## config.mk

```make
export PLATFORM = sky130hd
export DESIGN_NAME = prefixed_integer_text_parser_top
export DESIGN_NICKNAME = d
export VERILOG_FILES = /design/src/rtl/ptip_pkg.sv /design/src/rtl/ptip_step.sv /design/src/rtl/prefixed_integer_text_parser_top.sv
export SDC_FILE = /design/constraint.sdc
export NUM_CORES = 1
export LEC_CHECK = 0
export BUFFER_PORTS_ARGS = -buffer_cell sky130_fd_sc_hd__buf_2
export CAP_MARGIN = 20
export CORE_MARGIN = 2
export CORE_UTILIZATION = 55
export CTS_CLUSTER_DIAMETER = 120
export CTS_CLUSTER_SIZE = 25
export DETAILED_ROUTE_END_ITERATION = 10
export GPL_TIMING_DRIVEN = 0
export PLACE_DENSITY = 0.74
export SETUP_SLACK_MARGIN = 0.2
export SLEW_MARGIN = 20
export SYNTH_ARGS = -nofsm -noshare
export SYNTH_HDL_FRONTEND = slang
export SYNTH_SLANG_ARGS = --single-unit
export TNS_END_PERCENT = 50
```

## constraint.sdc

```tcl
create_clock -name clk -period 4.6 [get_ports clk]
set_clock_uncertainty 0.05 [all_clocks]
set_input_delay 0.46 -clock clk [delete_from_list [all_inputs] [get_ports clk]]
set_output_delay 0.46 -clock clk [all_outputs]
set_load 0.02 [all_outputs]
```

## src/rtl/ptip_pkg.sv

```systemverilog
// package for the prefixed integer text parser
// character codes, phase/radix/status codes and the control state struct
// no dependencies
`timescale 1ns / 1ps
`default_nettype none

package ptip_pkg;

    localparam int VALUE_BITS_DEFAULT = 31;

    // ascii codes used by the digit decoder
    localparam logic [7:0] CHAR_ZERO    = 8'h30;
    localparam logic [7:0] CHAR_NINE    = 8'h39;
    localparam logic [7:0] CHAR_UPPER_A = 8'h41;
    localparam logic [7:0] CHAR_UPPER_F = 8'h46;
    localparam logic [7:0] CHAR_LOWER_X = 8'h78;

    // parse phase
    localparam logic [1:0] PH_START = 2'd0;
    localparam logic [1:0] PH_ZERO  = 2'd1;
    localparam logic [1:0] PH_BODY  = 2'd2;

    // radix select
    localparam logic [1:0] RX_DEC = 2'd0;
    localparam logic [1:0] RX_OCT = 2'd1;
    localparam logic [1:0] RX_HEX = 2'd2;

    // result status
    localparam logic [1:0] ST_OK  = 2'd0;
    localparam logic [1:0] ST_BAD = 2'd1;
    localparam logic [1:0] ST_OVF = 2'd2;

    typedef struct packed {
        logic [1:0] phase;
        logic [1:0] radix;
        logic [1:0] status;
    } ctrl_t;

    localparam ctrl_t CTRL_RESET = '{phase: PH_START, radix: RX_DEC, status: ST_OK};

endpackage

`default_nettype wire

```

## src/rtl/ptip_step.sv

```systemverilog
// single-character update of the parser: prefix detection, digit decode,
// shift-add multiply-accumulate with saturation; purely combinational
// depends on ptip_pkg
`timescale 1ns / 1ps
`default_nettype none

module ptip_step #(
    parameter int VALUE_BITS = ptip_pkg::VALUE_BITS_DEFAULT
) (
    input  wire ptip_pkg::ctrl_t  ctrl,
    input  wire [VALUE_BITS-1:0]  acc,
    input  wire [7:0]             char_code,
    output ptip_pkg::ctrl_t       ctrl_next,
    output logic [VALUE_BITS-1:0] acc_next,
    output logic [VALUE_BITS-1:0] res_value
);
    import ptip_pkg::*;

    localparam int PW = VALUE_BITS + 5;

    logic          is_zero_char;
    logic          is_x_char;
    logic          digit_ok;
    logic [3:0]    digit_val;
    logic [1:0]    radix_eff;
    logic          take;
    logic          bad_digit;
    logic [PW-1:0] acc_ext;
    logic [PW-1:0] prod;
    logic          ovf;

    assign is_zero_char = (char_code == CHAR_ZERO);
    assign is_x_char    = (char_code == CHAR_LOWER_X);

    always_comb
    begin
        digit_ok  = 1'b0;
        digit_val = 4'd0;
        if (char_code >= CHAR_ZERO && char_code <= CHAR_NINE)
        begin
            digit_ok  = 1'b1;
            digit_val = 4'(char_code - CHAR_ZERO);
        end
        else if (char_code >= CHAR_UPPER_A && char_code <= CHAR_UPPER_F)
        begin
            digit_ok  = 1'b1;
            digit_val = 4'(char_code - CHAR_UPPER_A + 8'd10);
        end
    end

    // first character always parses as decimal
    assign radix_eff = (ctrl.phase == PH_START) ? RX_DEC : ctrl.radix;

    // prefix characters are not digits
    assign take = !((ctrl.phase == PH_START) && is_zero_char)
               && !((ctrl.phase == PH_ZERO) && is_x_char);

    assign acc_ext = PW'(acc);

    always_comb
    begin
        bad_digit = !digit_ok;
        prod      = (acc_ext << 3) + (acc_ext << 1) + PW'(digit_val);
        unique case (radix_eff)
            RX_OCT:
            begin
                bad_digit = !digit_ok || digit_val[3];
                prod      = (acc_ext << 3) + PW'(digit_val);
            end
            RX_HEX:
            begin
                prod = (acc_ext << 4) + PW'(digit_val);
            end
            default:
            begin
                bad_digit = !digit_ok || (digit_val > 4'd9);
            end
        endcase
    end

    assign ovf = |prod[PW-1:VALUE_BITS];

    always_comb
    begin
        ctrl_next = ctrl;
        acc_next  = acc;

        unique case (ctrl.phase)
            PH_START:
            begin
                ctrl_next.phase = is_zero_char ? PH_ZERO : PH_BODY;
                ctrl_next.radix = is_zero_char ? RX_OCT : RX_DEC;
            end
            PH_ZERO:
            begin
                ctrl_next.phase = PH_BODY;
                if (is_x_char)
                begin
                    ctrl_next.radix = RX_HEX;
                end
            end
            default:
            begin
                ctrl_next.phase = PH_BODY;
            end
        endcase

        if (take)
        begin
            priority if (bad_digit)
            begin
                ctrl_next.status = ST_BAD;
            end
            else if (ctrl.status != ST_OK)
            begin
                acc_next = acc;
            end
            else if (ovf)
            begin
                acc_next         = '1;
                ctrl_next.status = ST_OVF;
            end
            else
            begin
                acc_next = prod[VALUE_BITS-1:0];
            end
        end
    end

    assign res_value = (ctrl_next.status == ST_BAD) ? '0 : acc_next;

endmodule

`default_nettype wire

```

## src/rtl/prefixed_integer_text_parser_top.sv

```systemverilog
// top level of the prefixed integer text parser: input register, parse state,
// result register and stream handshakes
// depends on ptip_pkg and ptip_step
`timescale 1ns / 1ps
`default_nettype none

// Parses an unsigned number sent as text, one ASCII character per transfer on
// the slave side, with tlast on the final character. "0x" selects hex (0-9,
// A-F), a leading '0' selects octal, anything else decimal. One result per
// string leaves on the master side: the value in tdata, the status (ok, bad
// digit, overflow saturated) in tuser. One character is taken every clock
// while s_tready is high. The tlast character is held in the input register,
// then loads the result register and raises m_tvalid, later if the previous
// result is still waiting in the result register. The rate is set by the
// combinational shift-add update in ptip_step, which sits between the input
// register and the parse state / result registers. The input side keeps
// flowing while a result waits, until a second tlast character must be held.
module prefixed_integer_text_parser_top #(
    parameter int VALUE_BITS = ptip_pkg::VALUE_BITS_DEFAULT,
    parameter int OUT_DATA_W = ((VALUE_BITS + 7) / 8) * 8
) (
    input  wire                  clk,
    input  wire                  rst_n,
    input  wire                  s_tvalid,
    output logic                 s_tready,
    input  wire [7:0]            s_tdata,   // [7:0] char_code
    input  wire                  s_tlast,   // last_char
    output logic                 m_tvalid,
    input  wire                  m_tready,
    output logic [OUT_DATA_W-1:0] m_tdata,  // [VALUE_BITS-1:0] value, rest zero
    output logic [1:0]           m_tuser    // [1:0] status
);
    import ptip_pkg::*;

    logic                  in_valid_reg;
    logic                  in_valid_next;
    logic [7:0]            in_char_reg;
    logic                  in_last_reg;
    logic                  in_fire;

    ctrl_t                 ctrl_reg;
    ctrl_t                 ctrl_next;
    ctrl_t                 step_ctrl;
    logic [VALUE_BITS-1:0] acc_reg;
    logic [VALUE_BITS-1:0] acc_next;
    logic [VALUE_BITS-1:0] step_acc;
    logic [VALUE_BITS-1:0] step_value;

    logic                  out_valid_reg;
    logic                  out_valid_next;
    logic [VALUE_BITS-1:0] out_value_reg;
    logic [1:0]            out_status_reg;

    // a last character only moves on when the result slot frees up
    assign in_fire  = in_valid_reg && (!in_last_reg || !out_valid_reg || m_tready);
    assign s_tready = !in_valid_reg || in_fire;

    ptip_step #(
        .VALUE_BITS (VALUE_BITS)
    ) u_step (
        .ctrl      (ctrl_reg),
        .acc       (acc_reg),
        .char_code (in_char_reg),
        .ctrl_next (step_ctrl),
        .acc_next  (step_acc),
        .res_value (step_value)
    );

    always_comb
    begin
        in_valid_next = in_valid_reg;
        if (s_tvalid && s_tready)
        begin
            in_valid_next = 1'b1;
        end
        else if (in_fire)
        begin
            in_valid_next = 1'b0;
        end

        ctrl_next = ctrl_reg;
        acc_next  = acc_reg;
        if (in_fire)
        begin
            ctrl_next = in_last_reg ? CTRL_RESET : step_ctrl;
            acc_next  = in_last_reg ? '0 : step_acc;
        end

        out_valid_next = out_valid_reg;
        if (in_fire && in_last_reg)
        begin
            out_valid_next = 1'b1;
        end
        else if (m_tready)
        begin
            out_valid_next = 1'b0;
        end
    end

    always_ff @(posedge clk or negedge rst_n)
    begin
        if (!rst_n)
        begin
            in_valid_reg  <= 1'b0;
            ctrl_reg      <= CTRL_RESET;
            acc_reg       <= '0;
            out_valid_reg <= 1'b0;
        end
        else
        begin
            in_valid_reg  <= in_valid_next;
            ctrl_reg      <= ctrl_next;
            acc_reg       <= acc_next;
            out_valid_reg <= out_valid_next;
        end
    end

    always_ff @(posedge clk)
    begin
        if (s_tvalid && s_tready)
        begin
            in_char_reg <= s_tdata;
            in_last_reg <= s_tlast;
        end
        if (in_fire && in_last_reg)
        begin
            out_value_reg  <= step_value;
            out_status_reg <= step_ctrl.status;
        end
    end

    assign m_tvalid = out_valid_reg;
    assign m_tdata  = OUT_DATA_W'(out_value_reg);
    assign m_tuser  = out_status_reg;

endmodule

`default_nettype wire

```

==> metrics.md <==
| Metric | Value |
|---|---|
| CP bufs+invs | 4 |
| Critical Path End Type | flip-flop |
| Die Height | ~120 um |
| Setup CP Type | reg -> reg |
| Pin count of the biggest net entering global routing | 40 |
| Fillers | roughly 1100 |
| FF+latch count, synth | ~80 |
| Number of global-route vias before repair | 6986 |
| Diodes inserted | 0 |
| Antenna viol nets, final | 0 |
| Clk sinks | between 80 and 90 |
| Fin nets | slightly below 1000 |
| Peak Freq | about 210 MHz |
| Avg WL per Cell | 22.5 um |
| DR vias/cell | approximately 6.9 |
| Die outline width | about 120 um |
| Setup WS post-layout | -0.188 ns |
| Register area share after synthesis | a little under a third |
| Die ar. | 14400 um^2 |
| Core Region | around 13000 um^2 |
| Failing checks | setup timing |
| First-pass GRT wire length | 38200 um |
| Final instance area | between 8000 and 9000 um^2 |
| Pins Over Slew Limit | 0 |
| Commonest non-fill, non-tap cell in the layout | buf_2 |
| Cts bufs inserted | 9 |
| Ys flop type | edfxtp_1 |
| Slowest cell on the critical path | or4_4 |
| Cell Chain, Critical Path | inv_2, ha_2, and3b_1, or4_4, or4_4, nand2_4, buf_4, fa_1, a21oi_1, nor3_1, nand4b_1, buf_4, nor3_2, and3_1, and4_1, o21a_2, a21oi_4, buf_6, a221o_1 |
| Rel. slew slack | a little under two fifths |
| Setup-failing EPs final | 47 |
| Detail Placement HPWL | between 15000 and 20000 um |
| I/O Pins | 49 |
| LEAKAGE | roughly 3.6 nW |
| Power Density | between 150 and 200 nW/um^2 |
| Top Family by Delay on Critical Path | simple AND/OR/NAND/NOR gates |
| Initial Utilization | between 50% and 60% |
| TNS Setup | -5.17 ns |
| Crit path largest cell delay | roughly 0.54 ns |
| Post-synthesis cell count | 828 |
| Initial antenna violation count | 0 |
| EDFF count, synth | 42 |
| WL final | about 25000 um |
| Number of buffers added on ports | 47 |
| Reg clk slew, reported paths | 0.06 ns |
| Grt ovf | 0 |
| Syn nets | 884 |
| CTS root buf | clkbuf_16 |
| Post-placement worst setup slack | -0.642 ns |
| CP required | 4.64 ns |
| Synth async-reset ratio | around half |
| Share of layout cells above drive strength 1 | 19.4% |
| Routability cong. | between 1 and 1.5 |
| Initial DRC Count | 835 |
| Slew @ Worst Pin | ~0.94 ns |
| Endpoints failing hold | 0 |
| Post-Syn Area per Cell | 8.92 um^2 |
| Clock buffer depth | 2 |
| # rows | 42 |
| Crit share post-route | 104% |
| Worst setup SP type | flip-flop |
| Post-CTS Hold Buffers | 0 |
| Netlist Area Pre-Place | around 7400 um^2 |
| Max cap viols | 0 |
| Clock period minus worst slack | ~4.8 ns |
| Placed cell areas | 7870 um^2 |
| CTS tree | yes |
| R2r setup slk | -0.19 ns |
| Unrepaired setup endpoints after global routing | true |
| Crit path DAT | ~4.8 ns |
| Clock Latency Late Sink | 0.35 ns |
| Syn-to-layout area delta | 15.4% |
| Status | complete, but fails checks |
| Netlist cell types | 90 |
| Tot GR Track Use | 33.9% |
| Commonest cells after routing, fill and taps aside | buf_2 (63), a21oi_1 (58), nor2_1 (55), a221o_1 (54), nand2_1 (51) |
| Crit path max fanout | 5 |
| Drt pass-1 iters | 6 |
| Detailed-route DRC error count | 0 |
| Worst VDD drop | 0.241 mV |
| Routed via count | between 7000 and 8000 |
| H-tree levels | 3 |
| YS warnings | 0 |
| Worst Hold Class | in -> async |
[layout make-up]
type | count | area, um^2 | area share (%)
repair buffers | 68 | 415 | 4.87
multi-input cells | 662 | 4970 | 58.3
clock buffers | 10 | 229 | 2.69
flip-flops and latches | 81 | 2240 | 26.3
clock inverters | 6 | 67.6 | 0.793
plain buffers | 59 | 288 | 3.38
well taps | 176 | 220 | 2.58
inverters | 26 | 97.6 | 1.15
[repair_timing]
action                     CTS  global route
gates cloned                 1             0
setup buffers               14             6
setup endpoints to repair   64            64
hold endpoints to repair     0             0
pin swaps                   10             5
resized for setup           24            21
[routing by layer]
layer	global-route usage [%]	wire length [um]	share of wire (%)
met4	11.4	903	3.7
met5	0	0	0
met2	54.9	11400	47
met1	46.5	10100	41
met3	5.13	2030	8.3
[where the power goes]
group | internal (mW) | switching, mW | leakage, nW | total, mW
Combinational | 0.0382 | 0.0876 | 2.49 | 0.126
Sequential | 0.786 | 0.0139 | 0.939 | 0.800
Clock | 0.423 | 0.310 | 0.139 | 0.734
Total | 1.25 | 0.412 | 3.57 | 1.66
[worst reg2reg max path, delay by kind of cell, from the launching register on]
family | cells | cell delay [ns]
simple gates | 9 | 2.39
buf+inv | 4 | 0.56
fa+ha+maj | 2 | 0.37
flops | 1 | 0.41
compound gates | 4 | 0.74
[worst paths after layout]
| kind | start | end | depth (start not counted) |
|---|---|---|---|
| max in group asynchronous | rst_n | acc_reg[1] | 1 |
| max reg2reg | in_char_reg[0] | out_value_reg[17] | 19 |
| min reg2reg | ctrl_reg[3] | ctrl_reg[3] | 2 |
| max | in_char_reg[0] | out_value_reg[17] | 19 |
| min in group clk | s_tdata[6] | in_char_reg[6] | 1 |
| min | rst_n | acc_reg[26] | 1 |
[cell usage after synthesis (all sizes together) (5+ instances only)]
cell | number | area share [%]
ha | 41 | 6.9
nand2 | 53 | 2.7
and4 | 6 | 0.71
and3 | 18 | 1.5
xnor2 | 48 | 5.9
nand2b | 5 | 0.42
nor3 | 25 | 1.7
buf | 25 | 1.9
and2 | 8 | 0.68
o211ai | 8 | 0.81
a31oi | 8 | 0.68
edfxtp | 42 | 17
inv | 26 | 1.3
or3 | 6 | 0.58
a21o | 11 | 1.1
a211oi | 12 | 1.7
a22o | 5 | 0.59
dfrtp | 39 | 13
a21oi | 64 | 4.6
o21a | 10 | 1.0
nand4 | 22 | 2.0
nand3 | 27 | 1.8
clkbuf | 34 | 1.7
nor2 | 60 | 3.1
a211o | 5 | 0.59
a221o | 54 | 7.3
a221oi | 27 | 3.5
xor2 | 23 | 2.7
o21ai | 47 | 3.3
[cell families after synthesis]
group           Yosys count  synth area share, %
xor+xnor                 71                 8.62
simple gates            261                 19.0
buf+inv                  85                 4.96
mux                       3                0.423
other cells               1               0.0508
fa+ha+maj                43                 7.49
flops                    81                 30.3
compound gates          283                 29.2
[through the flow]
| step | utilization [%] | power [mW] | hold slack [ns] | instances |
|---|---|---|---|---|
| 2_1_floorplan | - | 0.885 | 0.114 | 828 |
| 3_3_place_gp | 59.7 | 0.927 | 0.437 | 1051 |
| 3_5_place_dp | 59.7 | 0.932 | 0.465 | 1051 |
| 4_1_cts | 63.5 | 1.66 | 0.226 | 1082 |
| 5_1_grt | 64.6 | 1.70 | 0.0982 | 1088 |
| 6_report | 64.6 | 1.66 | 0.0450 | 1088 |
(Power assumes the default switching activity.)
